`src/design/tdl_pkg.sv`:
```
// Shared types, codes and lookup functions for the table-driven lexer step.
// No dependencies; used by tdl_core, tdl_out_queue and table_driven_lexer_step.
`timescale 1ns / 1ps

package tdl_pkg;

    // One input word: a source byte and the start-of-text flag.
    typedef struct packed {
        logic [7:0] text_byte;
        logic       text_begin;
    } t_in_word;

    // One result word: a token or an error report.
    typedef struct packed {
        logic [3:0]  token_kind;
        logic [15:0] token_start;
        logic [15:0] token_length;
        logic [2:0]  error_code;
        logic        last_of_run;
    } t_out_word;

    // Results produced by one accepted byte, handed from the core to the queue.
    typedef struct packed {
        logic [1:0] count;
        t_out_word  first;
        t_out_word  second;
    } t_push;

    typedef enum logic [7:0] {
        ST_START   = 8'b0000_0001,
        ST_MACRO   = 8'b0000_0010,
        ST_LITERAL = 8'b0000_0100,
        ST_SYMBOL  = 8'b0000_1000,
        ST_STRING  = 8'b0001_0000,
        ST_ESCAPE  = 8'b0010_0000,
        ST_NUMBER  = 8'b0100_0000,
        ST_BAD     = 8'b1000_0000
    } t_scan_state;

    typedef enum logic [3:0] {
        CL_LETTER  = 4'd0,
        CL_HASH    = 4'd1,
        CL_SPACE   = 4'd2,
        CL_SYMBOL  = 4'd3,
        CL_DOT     = 4'd4,
        CL_NEWLINE = 4'd5,
        CL_DIGIT   = 4'd6,
        CL_QUOTE   = 4'd7,
        CL_BSLASH  = 4'd8,
        CL_NONE    = 4'd9
    } t_char_class;

    localparam logic [3:0] KIND_NONE    = 4'd0;
    localparam logic [3:0] KIND_MACRO   = 4'd0;
    localparam logic [3:0] KIND_LITERAL = 4'd1;
    localparam logic [3:0] KIND_NUMBER  = 4'd2;
    localparam logic [3:0] KIND_STRING  = 4'd3;
    localparam logic [3:0] KIND_LPAREN  = 4'd4;
    localparam logic [3:0] KIND_RPAREN  = 4'd5;
    localparam logic [3:0] KIND_LBRACE  = 4'd6;
    localparam logic [3:0] KIND_RBRACE  = 4'd7;
    localparam logic [3:0] KIND_SEMI    = 4'd8;
    localparam logic [3:0] KIND_RETURN  = 4'd9;

    localparam logic [2:0] ERR_OK        = 3'd0;
    localparam logic [2:0] ERR_UNCLASSED = 3'd1;
    localparam logic [2:0] ERR_FORBIDDEN = 3'd2;
    localparam logic [2:0] ERR_NO_KIND   = 3'd3;
    localparam logic [2:0] ERR_TOO_LONG  = 3'd4;

    localparam logic [2:0] KEYWORD_LEN = 3'd6;

    function automatic t_char_class classify(input logic [7:0] c);
        t_char_class cls;
        if (c == 8'h23) cls = CL_HASH;
        else if (c == 8'h20) cls = CL_SPACE;
        else if (c == 8'h2E) cls = CL_DOT;
        else if (c == 8'h0A) cls = CL_NEWLINE;
        else if (c == 8'h22) cls = CL_QUOTE;
        else if (c == 8'h5C) cls = CL_BSLASH;
        else if ((c >= 8'h61 && c <= 8'h7A) || (c >= 8'h41 && c <= 8'h5A)) cls = CL_LETTER;
        else if (c >= 8'h30 && c <= 8'h39) cls = CL_DIGIT;
        else if (c == 8'h3C || c == 8'h3E || c == 8'h28 || c == 8'h29 ||
                 c == 8'h7B || c == 8'h7D || c == 8'h2C || c == 8'h3B) cls = CL_SYMBOL;
        else cls = CL_NONE;
        return cls;
    endfunction

    // Bracket or semicolon kind; KIND_NONE for the other symbols.
    function automatic logic [3:0] symbol_kind(input logic [7:0] c);
        logic [3:0] k;
        case (c)
            8'h28:   k = KIND_LPAREN;
            8'h29:   k = KIND_RPAREN;
            8'h7B:   k = KIND_LBRACE;
            8'h7D:   k = KIND_RBRACE;
            8'h3B:   k = KIND_SEMI;
            default: k = KIND_NONE;
        endcase
        return k;
    endfunction

    // Characters of the keyword "return".
    function automatic logic [7:0] keyword_char(input logic [2:0] idx);
        logic [7:0] c;
        case (idx)
            3'd0:    c = 8'h72;
            3'd1:    c = 8'h65;
            3'd2:    c = 8'h74;
            3'd3:    c = 8'h75;
            3'd4:    c = 8'h72;
            3'd5:    c = 8'h6E;
            default: c = 8'h00;
        endcase
        return c;
    endfunction

    // Transition table of the scanner.
    function automatic t_scan_state scan_transition(input t_scan_state st,
                                                    input t_char_class cls);
        t_scan_state nx;
        nx = ST_BAD;
        case (st)
            ST_START: begin
                case (cls)
                    CL_LETTER:  nx = ST_LITERAL;
                    CL_HASH:    nx = ST_MACRO;
                    CL_SPACE:   nx = ST_START;
                    CL_SYMBOL:  nx = ST_SYMBOL;
                    CL_NEWLINE: nx = ST_START;
                    CL_DIGIT:   nx = ST_NUMBER;
                    default:    nx = ST_BAD;
                endcase
            end
            ST_MACRO: begin
                case (cls)
                    CL_LETTER:  nx = ST_MACRO;
                    CL_SPACE:   nx = ST_MACRO;
                    CL_SYMBOL:  nx = ST_MACRO;
                    CL_DOT:     nx = ST_MACRO;
                    CL_NEWLINE: nx = ST_START;
                    default:    nx = ST_BAD;
                endcase
            end
            ST_LITERAL: begin
                case (cls)
                    CL_LETTER: nx = ST_LITERAL;
                    CL_SPACE:  nx = ST_START;
                    CL_SYMBOL: nx = ST_SYMBOL;
                    CL_DIGIT:  nx = ST_LITERAL;
                    default:   nx = ST_BAD;
                endcase
            end
            ST_SYMBOL: begin
                case (cls)
                    CL_SPACE:   nx = ST_START;
                    CL_SYMBOL:  nx = ST_SYMBOL;
                    CL_NEWLINE: nx = ST_START;
                    CL_QUOTE:   nx = ST_STRING;
                    default:    nx = ST_BAD;
                endcase
            end
            ST_STRING: begin
                case (cls)
                    CL_LETTER: nx = ST_STRING;
                    CL_SPACE:  nx = ST_STRING;
                    CL_SYMBOL: nx = ST_STRING;
                    CL_QUOTE:  nx = ST_START;
                    CL_BSLASH: nx = ST_ESCAPE;
                    default:   nx = ST_BAD;
                endcase
            end
            ST_ESCAPE: begin
                case (cls)
                    CL_LETTER: nx = ST_STRING;
                    default:   nx = ST_BAD;
                endcase
            end
            ST_NUMBER: begin
                case (cls)
                    CL_SYMBOL: nx = ST_SYMBOL;
                    default:   nx = ST_BAD;
                endcase
            end
            default: nx = ST_BAD;
        endcase
        return nx;
    endfunction

endpackage

```
`src/design/tdl_core.sv`:
```
// Scanner state and per-byte result forming for the lexer step.
// Depends on tdl_pkg; instantiated by table_driven_lexer_step.
`timescale 1ns / 1ps

module tdl_core #(
    parameter int POSITION_BITS = 16
) (
    input  logic             i_clk,
    input  logic             i_rst_n,
    input  logic             i_accept,
    input  tdl_pkg::t_in_word i_word,
    output tdl_pkg::t_push    o_push
);

    localparam int PW = POSITION_BITS + 1;

    tdl_pkg::t_scan_state     r_state, n_state, cur_state;
    logic                     r_pending, n_pending, cur_pending;
    logic [POSITION_BITS-1:0] r_start, n_start, cur_start;
    logic [POSITION_BITS-1:0] r_end, n_end, cur_end;
    logic [PW-1:0]            r_pos, n_pos, cur_pos;
    logic [2:0]               r_kw_matched, n_kw_matched, cur_kw_matched;
    logic                     r_kw_failed, n_kw_failed, cur_kw_failed;
    logic                     r_halted, n_halted, cur_halted;

    tdl_pkg::t_char_class     cls;
    tdl_pkg::t_scan_state     nx;
    logic [7:0]               c;
    logic [3:0]               sym;
    logic                     kw_hit;
    logic [POSITION_BITS-1:0] emit_end;
    logic [PW-1:0]            emit_len;
    logic [32:0]              emit_len_ext;
    logic [32:0]              start_ext;
    logic [32:0]              pos_ext;
    logic [3:0]               pend_kind;
    tdl_pkg::t_out_word       pend_word;
    tdl_pkg::t_out_word       err_word;
    tdl_pkg::t_out_word       sym_word;

    // A byte with text_begin sees the reset state.
    always_comb begin
        if (i_word.text_begin) begin
            cur_state      = tdl_pkg::ST_START;
            cur_pending    = 1'b0;
            cur_start      = '0;
            cur_end        = '0;
            cur_pos        = '0;
            cur_kw_matched = '0;
            cur_kw_failed  = 1'b0;
            cur_halted     = 1'b0;
        end else begin
            cur_state      = r_state;
            cur_pending    = r_pending;
            cur_start      = r_start;
            cur_end        = r_end;
            cur_pos        = r_pos;
            cur_kw_matched = r_kw_matched;
            cur_kw_failed  = r_kw_failed;
            cur_halted     = r_halted;
        end
    end

    assign c    = i_word.text_byte;
    assign cls  = tdl_pkg::classify(c);
    assign nx   = tdl_pkg::scan_transition(cur_state, cls);
    assign sym  = tdl_pkg::symbol_kind(c);

    assign kw_hit = !cur_kw_failed && (cur_kw_matched < tdl_pkg::KEYWORD_LEN) &&
                    (c == tdl_pkg::keyword_char(cur_kw_matched));

    // A closing quote belongs to the string token.
    assign emit_end     = (cur_state == tdl_pkg::ST_STRING) ?
                          cur_pos[POSITION_BITS-1:0] : cur_end;
    assign emit_len     = {1'b0, emit_end} - {1'b0, cur_start} + PW'(1);
    assign emit_len_ext = 33'(emit_len);
    assign start_ext    = 33'(cur_start);
    assign pos_ext      = 33'(cur_pos);

    always_comb begin
        case (cur_state)
            tdl_pkg::ST_MACRO:   pend_kind = tdl_pkg::KIND_MACRO;
            tdl_pkg::ST_LITERAL: pend_kind = (!cur_kw_failed &&
                                              cur_kw_matched == tdl_pkg::KEYWORD_LEN) ?
                                             tdl_pkg::KIND_RETURN : tdl_pkg::KIND_LITERAL;
            tdl_pkg::ST_NUMBER:  pend_kind = tdl_pkg::KIND_NUMBER;
            default:             pend_kind = tdl_pkg::KIND_STRING;
        endcase
    end

    always_comb begin
        pend_word.token_kind   = pend_kind;
        pend_word.token_start  = start_ext[15:0];
        pend_word.token_length = (emit_len_ext > 33'd65535) ? 16'hFFFF : emit_len_ext[15:0];
        pend_word.error_code   = tdl_pkg::ERR_OK;
        pend_word.last_of_run  = 1'b0;

        sym_word.token_kind    = sym;
        sym_word.token_start   = pos_ext[15:0];
        sym_word.token_length  = 16'd1;
        sym_word.error_code    = tdl_pkg::ERR_OK;
        sym_word.last_of_run   = 1'b1;

        err_word.token_kind    = tdl_pkg::KIND_MACRO;
        err_word.token_start   = pos_ext[15:0];
        err_word.token_length  = 16'd0;
        err_word.error_code    = tdl_pkg::ERR_OK;
        err_word.last_of_run   = 1'b1;
        if (cur_pos[POSITION_BITS]) begin
            err_word.error_code = tdl_pkg::ERR_TOO_LONG;
        end else if (cls == tdl_pkg::CL_NONE) begin
            err_word.error_code = tdl_pkg::ERR_UNCLASSED;
        end else if (nx == tdl_pkg::ST_BAD) begin
            err_word.error_code = tdl_pkg::ERR_FORBIDDEN;
        end else begin
            err_word.error_code = tdl_pkg::ERR_NO_KIND;
        end
    end

    always_comb begin
        n_state      = cur_state;
        n_pending    = cur_pending;
        n_start      = cur_start;
        n_end        = cur_end;
        n_pos        = cur_pos;
        n_kw_matched = cur_kw_matched;
        n_kw_failed  = cur_kw_failed;
        n_halted     = cur_halted;

        o_push.count  = 2'd0;
        o_push.first  = err_word;
        o_push.second = err_word;

        if (cur_halted) begin
            // Halted bytes are swallowed without results.
        end else if (cur_pos[POSITION_BITS] || cls == tdl_pkg::CL_NONE ||
                     nx == tdl_pkg::ST_BAD) begin
            o_push.count = 2'd1;
            n_halted     = 1'b1;
        end else begin
            if (nx == tdl_pkg::ST_START) begin
                if (cur_pending) begin
                    o_push.count = 2'd1;
                    o_push.first = pend_word;
                    o_push.first.last_of_run = 1'b1;
                    n_pending = 1'b0;
                    n_end     = emit_end;
                end
            end else if (nx == tdl_pkg::ST_SYMBOL) begin
                if (cur_pending) begin
                    o_push.count  = 2'd2;
                    o_push.first  = pend_word;
                    o_push.second = (sym == tdl_pkg::KIND_NONE) ? err_word : sym_word;
                    n_pending     = 1'b0;
                end else begin
                    o_push.count = 2'd1;
                    o_push.first = (sym == tdl_pkg::KIND_NONE) ? err_word : sym_word;
                end
            end else if (cur_pending) begin
                n_end = cur_pos[POSITION_BITS-1:0];
                if (kw_hit) begin
                    n_kw_matched = cur_kw_matched + 3'd1;
                end else begin
                    n_kw_failed = 1'b1;
                end
            end else begin
                n_pending = 1'b1;
                n_start   = cur_pos[POSITION_BITS-1:0];
                n_end     = cur_pos[POSITION_BITS-1:0];
                // A new token begins its keyword match from scratch.
                if (c == tdl_pkg::keyword_char(3'd0)) begin
                    n_kw_matched = 3'd1;
                    n_kw_failed  = 1'b0;
                end else begin
                    n_kw_matched = 3'd0;
                    n_kw_failed  = 1'b1;
                end
            end

            if (nx == tdl_pkg::ST_SYMBOL && sym == tdl_pkg::KIND_NONE) begin
                // The state and position stay where they were.
                n_halted = 1'b1;
            end else begin
                n_state = nx;
                n_pos   = cur_pos + PW'(1);
            end
        end
    end

    always_ff @(posedge i_clk) begin
        if (!i_rst_n) begin
            r_state      <= tdl_pkg::ST_START;
            r_pending    <= 1'b0;
            r_start      <= '0;
            r_end        <= '0;
            r_pos        <= '0;
            r_kw_matched <= '0;
            r_kw_failed  <= 1'b0;
            r_halted     <= 1'b0;
        end else if (i_accept) begin
            r_state      <= n_state;
            r_pending    <= n_pending;
            r_start      <= n_start;
            r_end        <= n_end;
            r_pos        <= n_pos;
            r_kw_matched <= n_kw_matched;
            r_kw_failed  <= n_kw_failed;
            r_halted     <= n_halted;
        end
    end

endmodule

```
`src/design/tdl_out_queue.sv`:
```
// Four-entry result queue that takes up to two words per cycle and sends one.
// Depends on tdl_pkg; instantiated by table_driven_lexer_step.
`timescale 1ns / 1ps

module tdl_out_queue (
    input  logic               i_clk,
    input  logic               i_rst_n,
    input  logic               i_push_en,
    input  tdl_pkg::t_push     i_push,
    input  logic               i_ready,
    output logic               o_valid,
    output tdl_pkg::t_out_word o_word,
    output logic               o_room2
);

    tdl_pkg::t_out_word r_mem [4];
    logic [1:0]         r_wr_ptr, n_wr_ptr;
    logic [1:0]         r_rd_ptr, n_rd_ptr;
    logic [2:0]         r_count, n_count;
    logic [1:0]         push_n;
    logic               pop;

    assign push_n  = i_push_en ? i_push.count : 2'd0;
    assign o_valid = (r_count != 3'd0);
    assign o_word  = r_mem[r_rd_ptr];
    assign pop     = o_valid && i_ready;
    // Two free words are needed before a byte can be taken.
    assign o_room2 = (r_count <= 3'd2);

    assign n_wr_ptr = r_wr_ptr + push_n;
    assign n_rd_ptr = r_rd_ptr + {1'b0, pop};
    assign n_count  = r_count + {1'b0, push_n} - {2'b00, pop};

    always_ff @(posedge i_clk) begin
        if (push_n != 2'd0) begin
            r_mem[r_wr_ptr] <= i_push.first;
        end
        if (push_n == 2'd2) begin
            r_mem[r_wr_ptr + 2'd1] <= i_push.second;
        end
    end

    always_ff @(posedge i_clk) begin
        if (!i_rst_n) begin
            r_wr_ptr <= '0;
            r_rd_ptr <= '0;
            r_count  <= '0;
        end else begin
            r_wr_ptr <= n_wr_ptr;
            r_rd_ptr <= n_rd_ptr;
            r_count  <= n_count;
        end
    end

endmodule

```
`src/design/table_driven_lexer_step.sv`:
```
// Table-driven lexer step: byte-serial tokenizer for a small C-like language.
// Input channel: one word per byte (text_byte, text_begin) on i_in_valid / o_in_ready.
// Output channel: token or error words on o_out_valid / i_out_ready; each byte gives
// zero, one or two words, the last of them flagged with last_of_run.
// The words caused by a byte are registered in the result queue when the byte is
// accepted; a second word follows in the cycle after the first one is taken.
// Throughput: one byte per cycle while o_in_ready is high, set by the combinational
// classify, table lookup and counter update in tdl_core; the output port sends one
// word per cycle, so two-word bytes lower the sustained rate to match the output.
// The four-word result queue keeps taking bytes while a result waits; o_in_ready
// drops only when fewer than two queue entries are free, so a stalled receiver
// fills the queue and then holds the input side.
// After an error word the scanner halts and drops bytes until one with text_begin.
// Reset (i_rst_n low, synchronous) empties the queue and puts the scanner at the
// start state with position 0 and no open token.
// Depends on tdl_pkg, tdl_core and tdl_out_queue.
`timescale 1ns / 1ps

module table_driven_lexer_step #(
    parameter int POSITION_BITS = 16
) (
    input  logic               i_clk,
    input  logic               i_rst_n,
    input  logic               i_in_valid,
    input  tdl_pkg::t_in_word  i_in_data,
    output logic               o_in_ready,
    output logic               o_out_valid,
    output tdl_pkg::t_out_word o_out_data,
    input  logic               i_out_ready
);

    logic           in_accept;
    logic           room2;
    tdl_pkg::t_push push;

    assign o_in_ready = room2;
    assign in_accept  = i_in_valid && room2;

    tdl_core #(
        .POSITION_BITS(POSITION_BITS)
    ) u_core (
        .i_clk    (i_clk),
        .i_rst_n  (i_rst_n),
        .i_accept (in_accept),
        .i_word   (i_in_data),
        .o_push   (push)
    );

    tdl_out_queue u_queue (
        .i_clk     (i_clk),
        .i_rst_n   (i_rst_n),
        .i_push_en (in_accept),
        .i_push    (push),
        .i_ready   (i_out_ready),
        .o_valid   (o_out_valid),
        .o_word    (o_out_data),
        .o_room2   (room2)
    );

endmodule

```
`config.mk`:
```
export PLATFORM = sky130hd
export DESIGN_NAME = table_driven_lexer_step
export DESIGN_NICKNAME = d
export VERILOG_FILES = /design/src/design/tdl_pkg.sv /design/src/design/tdl_core.sv /design/src/design/tdl_out_queue.sv /design/src/design/table_driven_lexer_step.sv
export SDC_FILE = /design/constraint.sdc
export NUM_CORES = 1
export LEC_CHECK = 0
export BUFFER_PORTS_ARGS = -buffer_cell sky130_fd_sc_hd__buf_2
export CAP_MARGIN = 5
export CORE_MARGIN = 2
export CORE_UTILIZATION = 41
export DETAILED_ROUTE_END_ITERATION = 10
export SYNTH_ARGS = -nofsm -noshare
export SYNTH_HDL_FRONTEND = slang
export SYNTH_SLANG_ARGS = --single-unit
export TNS_END_PERCENT = 100
```
`constraint.sdc`:
```
create_clock -name i_clk -period 4.8 [get_ports i_clk]
set_input_delay 0.24 -clock i_clk [delete_from_list [all_inputs] [get_ports i_clk]]
set_output_delay 0.24 -clock i_clk [all_outputs]
set_load 0.005 [all_outputs]
```
======== Yosys cells after proc, flatten, opt, wreduce, memory -nomap -nowiden ========
Memory sizes are Yosys's and may differ from the RTL's. A register that Yosys moved wholly into a read port is not among the register bits.
Cells that the tools add are included.
W data, S select, Z words.
operators by class
  muxes and demuxes ....................... 87
  reductions and logical operators ........ 30
  equality and inequality tests ........... 42
  add/sub/neg operators ................... 9
  magnitude comparators ................... 9
operators by type and width
  operator                 count
  $mux W16                 14
  $mux W82                 2
  $mux W40                 3
  $eq A8 B6 Y1 const B     11
  $mux W42                 2
  $mux W80                 1
  $pmux W8 S3              3
  $mux W17                 4
  $pmux W8 S7              1
  $mux W8                  6
  $mux W41                 1
  $eq A8 B7 Y1 const B     5
  $mux W4                  10
  $pmux W8 S5              1
  $pmux W7 S5              1
  $add A17 B1 Y17 const B  2
  $mux W3                  9
  $eq A8 B4 Y1 const B     3
  $mux W1                  23
  $pmux W4 S5              1
  $gt A17 B16 Y1 const B   1
  $sub A16 B16 Y17         1
  $eq A4 B3 Y1 const B     4
  $eq A8 B1 Y1 const B     2
  37 further kinds         66
word-level totals
  register bits after elaboration ......... 70
  bits of input ports ..................... 13
  memories ................................ 1
  memory bits (writable) .................. 160
memories
  name           depth  width  read ports  clocked after memory_dff  wr ports  line                 text
  u_queue.r_mem  4      40     1           1                         2         tdl_out_queue.sv:16  tdl_pkg::t_out_word r_mem [4];

======== Logic depth before layout (Yosys ltp) ========
  depth in word-level cells ............... 35
  mapped depth ............................ 20
  mapped depth without buffers ............ 18

======== By module ========
Synthesis repeated with hierarchy kept, for this count alone.
second synthesis, totals
  cell total of the unflattened synthesis .. 1245
  area total of the unflattened synthesis .. 14041.0 µm²
by module, submodules not included
  module                   area each (µm²)  seq. area each (µm²)  times used  cells each
  tdl_out_queue            8316.7           4944.7                1           443
  tdl_core                 5718.0           1261.2                1           801
  table_driven_lexer_step  6.3              0.0                   1           1

======== Worst setup path after synthesis ========
OpenSTA, ideal clock, no wires.
  path kind ............................... reg2reg
  start point ............................. register u_core.r_state[1]
  end point ............................... memory u_queue.r_mem[1][5] (netlist bit)
  arrival ................................. 4.584 ns
  stages on the path, launching flop included .. 20
  period minus slack after synthesis ...... 4.660 ns
  slack ................................... 0.140 ns
  cell sequence ........................... dfxtp_1 clkbuf_1 nor3_1 and3_1 clkbuf_1 clkbuf_1 nand2_1 a21oi_1 ha_1 ha_1 a21oi_1 o211ai_1 a41oi_1 o21ai_0 a31o_2 a21oi_1 xor2_1 clkbuf_1 o21ai_0 o21ai_0
RTL lines
  what                      line                 text
  start: declaration        tdl_core.sv:17       tdl_pkg::t_scan_state r_state, n_state, cur_state;
  start signal: assignment  tdl_core.sv:192      r_state <= tdl_pkg::ST_START;
  start signal: assignment  tdl_core.sv:201      r_state <= n_state;
  end: declaration          tdl_out_queue.sv:16

==> results.json <==
{
  "drt_iter0_drc": 1081,
  "antenna_found_initial": 0,
  "die_height_um": 184,
  "cts_root_buffer": "clkbuf_16",
  "initial_core_util_pct": 41.8,
  "first_pass_iters": 7,
  "grt_max_degree": 94,
  "die_w_um": 184,
  "setup_tns_ns": 0,
  "cts_tree": "yes",
  "synth_xor_area_share_pct": 2.39,
  "grt_pass1_vias": 11000,
  "hpwl_um": 28100,
  "coreArea_um2": 31600,
  "skew_ns": 0.0145,
  "worstSetupPathType": "register to register",
  "ys_seq_area_share_pct": 42.1,
  "worst_slew_pin_slew_ns": 1.22,
  "design.die.area_um2": 33700,
  "postRouteAntennaNets": 0,
  "rsz0062_at_grt": "false",
  "grtUsageTotal_pct": 23.9,
  "n_antenna_cell": 0,
  "status": "finished clean",
  "relSlewSlack_pct": 18.2,
  "synth_adder_area_share_pct": 4.28,
  "drive_above_1_share_pct": 15.5,
  "syn_nets": 1450,
  "setup_viol": 0,
  "ctsLongestPathBuffers": 3,
  "hold_viol": 0,
  "peakVddDrop_mv": 0.192,
  "synth_top_family_by_area": "compound AO/OA/AOI/OAI gates",
  "synth-simple-area-share_pct": 19.3,
  "synth_compound_gate_area_share_pct": 19.3,
  "cts_resized": 0,
  "routed_via_density": 6.14,
  "clkTransAtPathRegs_ns": 0.06,
  "cp_max_fo": 8,
  "synth_cell_types": 83,
  "multi_input_area_um2": 7090,
  "rows": 65,
  "nets": 1479,
  "grt_pass1_wl_um": 63400,
  "nFillCells": 2971,
  "h-tree-depth": 1,
  "ys_warn_count": 0,
  "vias": 11300,
  "fin_crit_ns": 4.55,
  "pwr_density_cell_nw_per_um2": 375,
  "setup_slack_ns": 0.250,
  "fin_util_pct": 47.1,
  "ctsHoldBuffers": 0,
  "syn2layout_area_growth_pct": 12.8,
  "min_period_over_period_pct": 94.8,
  "crit_path_end_kind": "register",
  "leakage_nw": 5.08,
  "cts_sinks": 230,
  "synth_ff_type": "dfxtp_1",
  "async_reset_ff_share_pct": 0,
  "final_common_cell": "nand2_1",
  "regArea_um2": 5570,
  "gp_congestion": 0.923,
  "globalRouteOverflowTotal": 0,
  "synth_edf_count": 96,
  "final_cell_mix": "141 x nand2_1, 132 x dfxtp_1, 105 x o21ai_0, 102 x nand3_1, 96 x edfxtp_1",
  "hold_ws_ns": 0.198,
  "finalMaxSlewViolations": 0,
  "syn_area_um2": 13200,
  "syn_area_per_cell_um2": 9.49,
  "hp-class": "input pin to register",
  "max_freq_mhz": 220,
  "port_buffers": 54,
  "ys_ff_latch": 230,
  "arrival_ns": 4.93,
  "synthCells": 1393,
  "wirelength_um": 40000,
  "drc": 0,
  "muxShareOfSynthArea_pct": 8.18,
  "post_drt_wl_per_cell_um": 21.7,
  "cts_setup_buffers": 0,
  "cap_viol_max_count": 0,
  "insertion_delay_ns": 0.54,
  "worstSetupStartpointType": "register",
  "num_io_pins": 55,
  "cts_buffers": 26,
  "worstPathRequired_ns": 5.18,
  "pre_cts_ws_ns": 0.351
}
[flip-flops by register name, summed over array words and instances (netlist names)]
register,flops
u_queue.r_count,3
u_core.r_kw_matched,3
u_core.r_halted,1
u_core.r_end,16
u_core.r_start,16
u_core.r_kw_failed,1
u_queue.r_wr_ptr,2
u_queue.r_rd_ptr,2
u_core.r_pending,1
u_core.r_pos,17
u_queue.r_mem,160
u_core.r_state,8
[stage by stage]
stage / total power (W) / instance area [um2] / cells
floorplan: 0.00304 / 13200 / 1393
global placement: 0.00345 / 14000 / 1796
detailed placement: 0.00346 / 14000 / 1796
CTS: 0.00564 / 14900 / 1844
global route: 0.00584 / 14900 / 1844
finish: 0.00560 / 14900 / 1844
[synth_stat cells, drive strengths merged (12+ instances only)]
cell / count / area (um2)
mux2i: 18 / 180
clkbuf: 64 / 240
nor3: 20 / 105
nand2b: 48 / 300
mux4: 40 / 901
nor2: 82 / 318
o21ai: 107 / 543
nor2b: 12 / 75.1
edfxtp: 96 / 2880
a22o: 28 / 245
nor4: 12 / 105
nand2: 141 / 529
a31oi: 14 / 93.8
and2: 22 / 138
dfxtp: 134 / 2680
nand3: 103 / 521
ha: 42 / 526
a22oi: 15 / 113
inv: 36 / 135
o22ai: 64 / 400
buf: 39 / 199
xnor2: 25 / 219
a21oi: 64 / 339
[cells by family (layout without fill, tap and decap cells)]
kind of cell,count (synthesis),count (layout)
multiplexers,58,58
buffers and inverters,139,188
AND/OR/NAND/NOR,503,503
adder cells (fa/ha/maj),44,44
AO/OA/AOI/OAI,383,383
XOR/XNOR,36,36
flip-flops,230,230
[power breakdown]
part	internal [W]	switching [W]
Clock	0.00135	0.000832
Sequential	0.00216	0.000107
Combinational	0.000493	0.000659
Total	0.00400	0.00160
[per-layer routing]
| metal | GRT usage [%] | routed length [um] | vias to the layer above |
|---|---|---|---|
| met5 | 0 | 0 | - |
| met2 | 39.2 | 18600 | 448 |
| met4 | 6.59 | 956 | 0 |
| met1 | 32.7 | 17400 | 5517 |
| li1 | - | - | 5288 |
| met3 | 3.72 | 2960 | 65 |
[area by class of cell]
type                            count  share of cell area (%)
Clock buffer                       32                    4.93
Clock inverter                     16                    1.42
Inverter                           36                   0.906
Multi-Input combinational cell   1024                    47.5
Sequential cell                   230                    37.3
Tap cell                          402                    3.37
Timing Repair Buffer              104                    4.50
[worst max-delay path: stages, from the launching register on]
cell,delay (ns)
dfxtp_1,0.37
nor4_1,0.37
and3_1,0.39
buf_4,0.22
nand2_1,0.06
a21oi_1,0.24
ha_1,0.29
ha_1,0.38
a21oi_1,0.24
nand2b_1,0.09
a41oi_1,0.20
o21ai_0,0.21
a31o_2,0.29
a21oi_1,0.26
xor2_1,0.23
nor3_1,0.09
or2_2,0.33
o22ai_1,0.13
[worst paths after layout]
check	startpoint	endpoint	slack [ns]	cells past startpoint
max reg2reg	u_core.r_state[2]	u_queue.r_mem[1][4]	0.25	17
max	u_core.r_state[2]	u_queue.r_mem[1][4]	0.25	17
min	i_out_ready	u_queue.r_rd_ptr[0]	0.20	4
min reg2reg	u_queue.r_mem[3][18]	u_queue.r_mem[3][18]	0.45	2
Power figures use the tool's default switching activity.
